### src/rtl/core/dvrt_pkg.sv
// ----------------------------------------------------------------------------
// dvrt_pkg
// Types and constants shared by the distance-vector route table modules.
// ----------------------------------------------------------------------------
package dvrt_pkg;

    localparam int DEFAULT_TABLE_DEPTH = 64;
    localparam int NUM_PORTS           = 8;

    localparam int ADDR_W   = 32;
    localparam int PORT_W   = 3;
    localparam int DIST_W   = 8;
    localparam int STATUS_W = 3;

    localparam logic [DIST_W-1:0] DIST_MAX = '1;

    typedef enum logic [STATUS_W-1:0] {
        ST_IGNORED  = 3'd0,
        ST_ADDED    = 3'd1,
        ST_IMPROVED = 3'd2,
        ST_FULL     = 3'd3,
        ST_LOCAL    = 3'd4,
        ST_FORWARD  = 3'd5,
        ST_NOROUTE  = 3'd6
    } dvrt_status_t;

    typedef struct packed {
        logic signed [ADDR_W-1:0] addr;
        logic [PORT_W-1:0]        port;
        logic [DIST_W-1:0]        hop_dist;
    } dvrt_entry_t;

    // Commands from the controller to the datapath.
    typedef struct packed {
        logic load;
        logic step;
        logic finish;
        logic push;
    } dvrt_cmd_t;

    // Status from the datapath to the controller.
    typedef struct packed {
        logic done;
        logic out_full;
    } dvrt_sts_t;

endpackage

### src/rtl/core/dvrt_ctrl.sv
// ----------------------------------------------------------------------------
// dvrt_ctrl
// Sequencer for one item: accept, search the table, resolve, hand over.
// ----------------------------------------------------------------------------
module dvrt_ctrl
    import dvrt_pkg::*;
(
    input  logic      clk,
    input  logic      rst_n,
    input  logic      s_tvalid,
    output logic      s_tready,
    input  dvrt_sts_t sts,
    output dvrt_cmd_t cmd
);

    typedef enum logic [1:0] {
        IDLE,
        SCAN,
        PUSH
    } state_t;

    state_t state_reg;
    logic   s_tready_reg;

    always_ff @(posedge clk or negedge rst_n)
    begin
        if (!rst_n)
        begin
            state_reg    <= IDLE;
            s_tready_reg <= 1'b1;
        end
        else
        begin
            case (state_reg)
                IDLE:
                begin
                    if (s_tvalid && s_tready_reg)
                    begin
                        state_reg    <= SCAN;
                        s_tready_reg <= 1'b0;
                    end
                end
                SCAN:
                begin
                    if (sts.done)
                    begin
                        state_reg <= PUSH;
                    end
                end
                PUSH:
                begin
                    if (!sts.out_full)
                    begin
                        state_reg    <= IDLE;
                        s_tready_reg <= 1'b1;
                    end
                end
                default:
                begin
                    state_reg    <= IDLE;
                    s_tready_reg <= 1'b1;
                end
            endcase
        end
    end

    assign s_tready = s_tready_reg;

    always_comb
    begin
        cmd.load   = (state_reg == IDLE) && s_tvalid && s_tready_reg;
        cmd.step   = (state_reg == SCAN) && !sts.done;
        cmd.finish = (state_reg == SCAN) && sts.done;
        cmd.push   = (state_reg == PUSH) && !sts.out_full;
    end

endmodule

### src/rtl/core/dvrt_datapath.sv
// ----------------------------------------------------------------------------
// dvrt_datapath
// Item registers, route memory with fill count, search pipeline, result
// resolution and the output register.
// ----------------------------------------------------------------------------
module dvrt_datapath
    import dvrt_pkg::*;
#(
    parameter int TABLE_DEPTH = DEFAULT_TABLE_DEPTH
)
(
    input  logic                      clk,
    input  logic                      rst_n,
    input  logic                      cfg_we,
    input  logic signed [ADDR_W-1:0]  cfg_wdata,
    input  logic [47:0]               s_tdata,
    input  logic [0:0]                s_tuser,
    output logic                      m_tvalid,
    input  logic                      m_tready,
    output logic [15:0]               m_tdata,
    output logic [STATUS_W-1:0]       m_tuser,
    input  dvrt_cmd_t                 cmd,
    output dvrt_sts_t                 sts
);

    localparam int CNT_W = $clog2(TABLE_DEPTH + 1);
    localparam int IDX_W = $clog2(TABLE_DEPTH);

    localparam logic [CNT_W-1:0] CNT_FULL = CNT_W'(TABLE_DEPTH);

    // Entries below the fill count are valid; the rest are never read.
    dvrt_entry_t mem [TABLE_DEPTH];

    logic signed [ADDR_W-1:0] local_addr_reg;
    logic [CNT_W-1:0]         used_count_reg;

    logic                     item_kind_reg;
    logic [PORT_W-1:0]        item_port_reg;
    logic signed [ADDR_W-1:0] item_addr_reg;
    logic [DIST_W-1:0]        item_hops_reg;

    logic [CNT_W-1:0]         scan_idx_reg;
    logic                     rd_pend_reg;
    logic [IDX_W-1:0]         rd_idx_reg;
    dvrt_entry_t              rd_entry_reg;

    dvrt_status_t             res_status_reg;
    logic [PORT_W-1:0]        res_port_reg;
    logic [DIST_W-1:0]        res_dist_reg;

    logic                     m_tvalid_reg;
    dvrt_status_t             out_status_reg;
    logic [PORT_W-1:0]        out_port_reg;
    logic [DIST_W-1:0]        out_dist_reg;

    logic                     is_local;
    logic                     port_bad;
    logic                     skip;
    logic                     hit_now;
    logic                     issue;
    logic [DIST_W-1:0]        new_dist;

    dvrt_status_t             res_status_next;
    logic [PORT_W-1:0]        res_port_next;
    logic [DIST_W-1:0]        res_dist_next;
    logic                     mem_we;
    logic [IDX_W-1:0]         mem_waddr;
    logic                     used_inc;

    always_comb
    begin
        is_local = (item_addr_reg == local_addr_reg);
        port_bad = (32'(item_port_reg) >= 32'(NUM_PORTS));
        skip     = is_local || (!item_kind_reg && port_bad);
        hit_now  = rd_pend_reg && (rd_entry_reg.addr == item_addr_reg);
        issue    = (scan_idx_reg < used_count_reg);
        new_dist = (item_hops_reg == DIST_MAX) ? DIST_MAX : item_hops_reg + 1'b1;
    end

    assign sts.done     = skip || hit_now || (!rd_pend_reg && !issue);
    assign sts.out_full = m_tvalid_reg && !m_tready;

    always_comb
    begin
        res_status_next = ST_IGNORED;
        res_port_next   = '0;
        res_dist_next   = '0;
        mem_we          = 1'b0;
        mem_waddr       = used_count_reg[IDX_W-1:0];
        used_inc        = 1'b0;
        if (is_local)
        begin
            res_status_next = item_kind_reg ? ST_LOCAL : ST_IGNORED;
        end
        else if (item_kind_reg)
        begin
            if (hit_now)
            begin
                res_status_next = ST_FORWARD;
                res_port_next   = rd_entry_reg.port;
                res_dist_next   = rd_entry_reg.hop_dist;
            end
            else
            begin
                res_status_next = ST_NOROUTE;
            end
        end
        else if (port_bad)
        begin
            res_status_next = ST_IGNORED;
        end
        else if (!hit_now)
        begin
            if (used_count_reg == CNT_FULL)
            begin
                res_status_next = ST_FULL;
            end
            else
            begin
                res_status_next = ST_ADDED;
                res_port_next   = item_port_reg;
                res_dist_next   = new_dist;
                mem_we          = 1'b1;
                used_inc        = 1'b1;
            end
        end
        else if (rd_entry_reg.hop_dist > new_dist)
        begin
            res_status_next = ST_IMPROVED;
            res_port_next   = item_port_reg;
            res_dist_next   = new_dist;
            mem_we          = 1'b1;
            mem_waddr       = rd_idx_reg;
        end
        else
        begin
            res_status_next = ST_IGNORED;
            res_port_next   = rd_entry_reg.port;
            res_dist_next   = rd_entry_reg.hop_dist;
        end
    end

    // Control state.
    always_ff @(posedge clk or negedge rst_n)
    begin
        if (!rst_n)
        begin
            local_addr_reg <= '0;
            used_count_reg <= '0;
            scan_idx_reg   <= '0;
            rd_pend_reg    <= 1'b0;
            m_tvalid_reg   <= 1'b0;
        end
        else
        begin
            if (cfg_we)
            begin
                local_addr_reg <= cfg_wdata;
            end
            if (cmd.load)
            begin
                scan_idx_reg <= '0;
                rd_pend_reg  <= 1'b0;
            end
            else if (cmd.step)
            begin
                rd_pend_reg <= issue;
                if (issue)
                begin
                    scan_idx_reg <= scan_idx_reg + 1'b1;
                end
            end
            else
            begin
                rd_pend_reg <= 1'b0;
            end
            if (cmd.finish && mem_we && used_inc)
            begin
                used_count_reg <= used_count_reg + 1'b1;
            end
            if (cmd.push)
            begin
                m_tvalid_reg <= 1'b1;
            end
            else if (m_tready)
            begin
                m_tvalid_reg <= 1'b0;
            end
        end
    end

    // Payload registers and the route memory.
    always_ff @(posedge clk)
    begin
        if (cmd.load)
        begin
            item_kind_reg <= s_tuser[0];
            item_port_reg <= s_tdata[2:0];
            item_addr_reg <= s_tdata[34:3];
            item_hops_reg <= s_tdata[42:35];
        end
        if (cmd.step && issue)
        begin
            rd_entry_reg <= mem[scan_idx_reg[IDX_W-1:0]];
            rd_idx_reg   <= scan_idx_reg[IDX_W-1:0];
        end
        if (cmd.finish)
        begin
            res_status_reg <= res_status_next;
            res_port_reg   <= res_port_next;
            res_dist_reg   <= res_dist_next;
            if (mem_we)
            begin
                mem[mem_waddr] <= '{addr: item_addr_reg, port: item_port_reg,
                                    hop_dist: new_dist};
            end
        end
        if (cmd.push)
        begin
            out_status_reg <= res_status_reg;
            out_port_reg   <= res_port_reg;
            out_dist_reg   <= res_dist_reg;
        end
    end

    assign m_tvalid = m_tvalid_reg;
    assign m_tuser  = out_status_reg;
    assign m_tdata  = {5'b0, out_dist_reg, out_port_reg};

endmodule

### src/rtl/core/distance_vector_route_table_unit.sv
// ----------------------------------------------------------------------------
// distance_vector_route_table_unit
// Distance-vector route table of one router: learns routes from neighbour
// advertisements and answers forwarding lookups.
// ----------------------------------------------------------------------------
// Usage. Items arrive on the s_ stream; s_tuser says whether an item is an
// advertisement (0) or a lookup (1). Every item gives exactly one result on
// the m_ stream, with the status code in m_tuser. The router's own address
// is written through cfg_we/cfg_wdata while the block is idle.
// Timing. The table is searched one stored entry per cycle through the
// single port of the route memory, up to the match, or through all stored
// routes on a miss, before the result is resolved. The block takes no new
// item until the result of the last one has moved into the output register.
// An item for the local address, or an advertisement from a port out of
// range, skips the search.
// Reset. rst_n clears the fill count, so the table is empty at once with no
// clearing pass, and sets the local address to zero.
// Stalls. The result sits in an output register; while it waits for
// m_tready the block still accepts and works on the next item, and holds
// that item's result until the output register is free.
// ----------------------------------------------------------------------------
module distance_vector_route_table_unit
    import dvrt_pkg::*;
#(
    parameter int TABLE_DEPTH = DEFAULT_TABLE_DEPTH
)
(
    input  logic                     clk,
    input  logic                     rst_n,
    // Configuration: local address.
    input  logic                     cfg_we,
    input  logic signed [ADDR_W-1:0] cfg_wdata,
    // Input items.
    input  logic                     s_tvalid,
    output logic                     s_tready,
    input  logic [47:0]              s_tdata,   // port[2:0], dest_addr[34:3], hops[42:35]
    input  logic [0:0]               s_tuser,   // kind[0]
    // Results.
    output logic                     m_tvalid,
    input  logic                     m_tready,
    output logic [15:0]              m_tdata,   // out_port[2:0], distance[10:3]
    output logic [STATUS_W-1:0]      m_tuser    // status[2:0]
);

    dvrt_cmd_t cmd;
    dvrt_sts_t sts;

    // The controller steps through accept, search and hand-over.
    dvrt_ctrl u_ctrl (
        .clk      (clk),
        .rst_n    (rst_n),
        .s_tvalid (s_tvalid),
        .s_tready (s_tready),
        .sts      (sts),
        .cmd      (cmd)
    );

    // The datapath holds the table, the search pipeline and the result.
    dvrt_datapath #(
        .TABLE_DEPTH (TABLE_DEPTH)
    ) u_datapath (
        .clk       (clk),
        .rst_n     (rst_n),
        .cfg_we    (cfg_we),
        .cfg_wdata (cfg_wdata),
        .s_tdata   (s_tdata),
        .s_tuser   (s_tuser),
        .m_tvalid  (m_tvalid),
        .m_tready  (m_tready),
        .m_tdata   (m_tdata),
        .m_tuser   (m_tuser),
        .cmd       (cmd),
        .sts       (sts)
    );

endmodule

### config.mk
export PLATFORM = sky130hd
export DESIGN_NAME = distance_vector_route_table_unit
export DESIGN_NICKNAME = d
export VERILOG_FILES = /design/src/rtl/core/dvrt_pkg.sv /design/src/rtl/core/dvrt_ctrl.sv /design/src/rtl/core/dvrt_datapath.sv /design/src/rtl/core/distance_vector_route_table_unit.sv
export SDC_FILE = /design/constraint.sdc
export NUM_CORES = 2
export LEC_CHECK = 0
export BUFFER_PORTS_ARGS = -buffer_cell sky130_fd_sc_hd__clkbuf_2
export CORE_ASPECT_RATIO = 0.5
export CORE_UTILIZATION = 57
export DETAILED_ROUTE_END_ITERATION = 8
export PLACE_DENSITY_LB_ADDON = 0.15
export REMOVE_ABC_BUFFERS = 1
export SLEW_MARGIN = 20
export SYNTH_ARGS = -nofsm -noshare
export SYNTH_HDL_FRONTEND = slang
export SYNTH_HIERARCHICAL = 1
export SYNTH_SLANG_ARGS = --single-unit
### constraint.sdc
create_clock -name clk -period 8.2 [get_ports clk]
set_input_delay 0.41 -clock clk [delete_from_list [all_inputs] [get_ports clk]]
set_output_delay 0.41 -clock clk [all_outputs]
set_load 0.005 [all_outputs]
==> results.md <==
- The type of origin of the critical path is a register.
- For this run, the total global-route usage over all layers was measured as 28.31%.
- Setup violations remaining at the end of the flow were counted as 0.
- The filler cells instantiated in the layout total 12270.
- The first-pass GRT wire length is 390600 um.
- The number of instances in the synthesized netlist is 4540.
- In the routed design, unresolved DRC markers number 0.
- The sequential cells in the finished layout cover a total of 0.08757 mm2.
- The detail route stage leaves a number of antenna-violating nets equal to 0.
- Of the cells placed in the final design, the portion with a size suffix greater than 1 is a little under a third.
- The horizontal extent of the die is 629.4 um.
- The layout overhead on the synthesized area is 11.64%.
- For the worst-skew pair, the clock arrives at the later sink with an insertion delay of 910 ps.
- The power per cell area is roughly 220 mW/mm2.
- Of the available clock period, the critical path in the final layout requires about 77%.
- The tool flagged a number of max-cap violations equal to 0.
- The flow ran to the end, and the final reports show no timing, DRC or antenna violations.
- The complex-gate fraction of the synthesized area is 0.3100%.
- The register with the most flip-flops in the layout has about 2800 of them.
- The congestion estimate from routability-driven global placement came to 0.8588.
- The H-tree was split into 4 levels.
- Using the TritonRoute via totals, the vias-per-cell ratio works out to just under 7.
- The worst hold slack is ~230 ps.
- The clock passes through at most 4 buffers.
- The synthesized design contains a little under 3000 register bits.
- Setup repair after global routing left no endpoint under its margin.
- The path class of the tightest hold or removal check is in -> async.
- The smallest clock period supported by the final layout is computed as roughly 6300 ps.
- Data on the critical path is required at its endpoint by 8710 ps.
- The normalized max-slew margin is 24.14%.
- The number of global-route vias before repair is about 52000.
- The buffer type at the clock tree root is sky130_fd_sc_hd__clkbuf_16.
- Counting flops with an async set or reset pin after synthesis yields a share of 1.744%.
- The post-detailed-placement half-perimeter wirelength is between 150000 and 200000 um.
- Dividing the detail-routed wire length by the instance count gives 36.04 um.
- For the final routed database, the setup TNS stands at 0 ps.
- After synthesis, flip-flops and latches occupy slightly below 80% of the total area.
- Entering global routing, the biggest net connects approximately 140 pins.
- The dominant synthesized flop cell is sky130_fd_sc_hd__edfxtp_1.
- The category of the worst setup path capture point is a register.
- The area share of xor/xnor cells in the synthesized design is less than 1%.
- The simple-gate portion of the synthesized area is 1.061%.
- During placement, the flow inserted port buffers numbering 96.
- The iteration count of the initial detailed-routing pass is 8.
- Post-CTS timing repair inserted 0 buffers for setup.
- The average cell area after synthesis is 24.71 um2.
- The largest family of logic cells by synthesized area is multiplexers.
- The post-CTS resize count is 0.
- The top cell types in the final layout, fill and taps aside, are sky130_fd_sc_hd__edfxtp_1 (2873), sky130_fd_sc_hd__mux4_2 (903), sky130_fd_sc_hd__clkbuf_16 (248).
- The total overflow left after global routing is 0.
- Summed over all layers, the routed wires come to roughly 280000 um.
- The worst setup path is of the reg -> reg kind.
- Pin placement for this block handled around 110 I/O pins.
- The final count of pins violating max slew is 0.
- The core outline area is a little under 0.2 mm2.
- The number of warnings reported in the yosys synthesis log is 6.
- For this run, the top clock speed supported by timing is roughly 160 MHz.
- The die outline area is roughly 0.20 mm2.
- The number of antenna violations at the first check in global routing is 7.
- The most common cell after layout, fill and taps aside is sky130_fd_sc_hd__edfxtp_1.
- The arrival time at the worst endpoint is approximately 7000 ps.
- The mapped cell area is 0.1122 mm2.
- The synthesized netlist devotes 0.2007% of its cell area to adder and majority cells.
- The detailed-route via count is a little over 50000.
- The transition time at the pin with the least slew margin is about 1100 ps.
- The die height is roughly 320 um.
- Once the floorplan was initialized, standard cells occupied ~58% of the core.
- The detailed router finished its first iteration with 7893 violations.
- The clock transition at the registers of the reported paths is around 60 ps.
- The number of sinks driven by the clock tree is between 2000 and 3000.
- The maximum fanout along the worst path is 66.
- The portion of synthesized area spent on multiplexers is 18.77%.
- Across the routed clock network, the largest skew measured is between 40 and 50 ps.
- The synthesized design contains 2873 enable-type register cells.
- The total number of placement rows is 114.
- The number of hold-slack violations in the final timing report is 0.
- The CTS tree is built.
- TritonCTS created 245 clock buffers.
- At the end of the flow, the number of nets in the layout was 4997.
- The standby leakage power is 39.87 nW.
- The distinct cell type count after synthesis is 56.
- For this run, the share of the core covered by cells in the final layout is between 60 and 70%.
- VDD sags by at most 203.1 uV.
- The multi-input combinational cells in the finished layout cover a total of between 0.02 and 0.025 mm2.
-- synth_stat cells, types with 8 or more instances --
cell type	n	share of area, %
sky130_fd_sc_hd__clkbuf_1	93	0.31
sky130_fd_sc_hd__dfrtp_1	50	1.1
sky130_fd_sc_hd__nand4_1	15	0.084
sky130_fd_sc_hd__buf_1	39	0.13
sky130_fd_sc_hd__mux4_2	903	18
sky130_fd_sc_hd__edfxtp_1	2873	77
sky130_fd_sc_hd__nor2_1	144	0.48
sky130_fd_sc_hd__buf_6	9	0.090
sky130_fd_sc_hd__nor4_1	18	0.10
sky130_fd_sc_hd__nand3_1	12	0.054
sky130_fd_sc_hd__buf_2	79	0.35
sky130_fd_sc_hd__a22o_1	11	0.086
sky130_fd_sc_hd__inv_1	19	0.064
sky130_fd_sc_hd__a21oi_1	8	0.036
sky130_fd_sc_hd__mux2_2	34	0.34
sky130_fd_sc_hd__mux2i_1	34	0.30
sky130_fd_sc_hd__xnor2_1	31	0.24
sky130_fd_sc_hd__nand2_1	21	0.070
sky130_fd_sc_hd__xor2_1	45	0.35
sky130_fd_sc_hd__buf_4	11	0.074
sky130_fd_sc_hd__ha_1	18	0.20
-- power by group --
group | internal [mW] | switching, mW | total [mW]
combinational | 0.0601 | 0.0504 | 0.110
clock | 5.98 | 5.17 | 11.2
sequential | 16.2 | 0.0143 | 16.2
total | 22.2 | 5.23 | 27.4
-- logic make-up after synthesis --
group,after synthesis
flops,2924
fa+ha+maj,18
xor+xnor,76
simple gates,253
mux,971
buf+inv,252
compound gates,45
other cells,1
-- critical path: stages (launching register included) --
cell and delay [ps]:
sky130_fd_sc_hd__edfxtp_1 360, sky130_fd_sc_hd__ha_1 210, sky130_fd_sc_hd__and4_1 390, sky130_fd_sc_hd__nand4_1 400, sky130_fd_sc_hd__nand2_1 190, sky130_fd_sc_hd__buf_4 500, sky130_fd_sc_hd__inv_1 110, sky130_fd_sc_hd__ha_1 340
sky130_fd_sc_hd__and4b_1 220, sky130_fd_sc_hd__a211oi_1 60, sky130_fd_sc_hd__o211ai_1 190, sky130_fd_sc_hd__o21ai_2 240, sky130_fd_sc_hd__nor4_4 270, sky130_fd_sc_hd__buf_4 510, sky130_fd_sc_hd__mux2i_1 280, sky130_fd_sc_hd__nor2_4 860
sky130_fd_sc_hd__buf_4 700
-- metrics by stage --
| step | instance area (um2) | power (mW) | cells | worst slack [ps] |
|---|---|---|---|---|
| 2_1_floorplan | 111100 | 16.53 | 4313 | -21090 |
| 3_3_place_gp | 116900 | 16.58 | 7173 | 1836 |
| 3_5_place_dp | 116900 | 16.58 | 7174 | 1703 |
| 4_1_cts | 125200 | 27.58 | 7695 | 1704 |
| 5_1_grt | 125300 | 28.13 | 7698 | 1526 |
| 6_report | 125300 | 27.44 | 7702 | 1879 |
-- final cells by class --
cell class              count  share of cell area, %
diodes                      4               0.007991
clock buffers             321                  5.269
clock inverters           121                 0.6872
inverters                  21                0.06393
multi-input cells        1368                  19.23
flip-flops and latches   2924                  69.91
well taps                2610                  2.607
repair buffers            333                  2.226
-- metal layers --
| layer | GRT usage (%) | wire [um] |
|---|---|---|
| met1 | 43.27 | 111600 |
| met2 | 43.45 | 129700 |
| met3 | 4.836 | 28510 |
| met4 | 7.447 | 7652 |
| met5 | 0 | 12 |
-- timing repair --
| item | in CTS | in global routing |
|---|---|---|
| hold endpoints to repair | 130 | 0 |
| endpoints found under the setup margin | 0 | 0 |
| hold buffers | 79 | 0 |
-- final timing paths --
path | from | slack, ps | to | cells after the start
setup / recovery | u_datapath/item_hops_reg[0] | 1880 | u_datapath/mem[52][31] | 16
hold / removal | rst_n | 230 | u_datapath/local_addr_reg[5] | 3
setup reg to reg | u_datapath/item_hops_reg[0] | 1880 | u_datapath/mem[52][31] | 16
hold reg to reg | u_datapath/res_dist_reg[2] | 460 | u_datapath/out_dist_reg[2] | 0
max in group asynchronous | rst_n | 7300 | u_datapath/scan_idx_reg[3] | 3
min in group clk | s_tdata[32] | 240 | u_datapath/item_addr_reg[29] | 2
(Power assumes the default switching activity.)
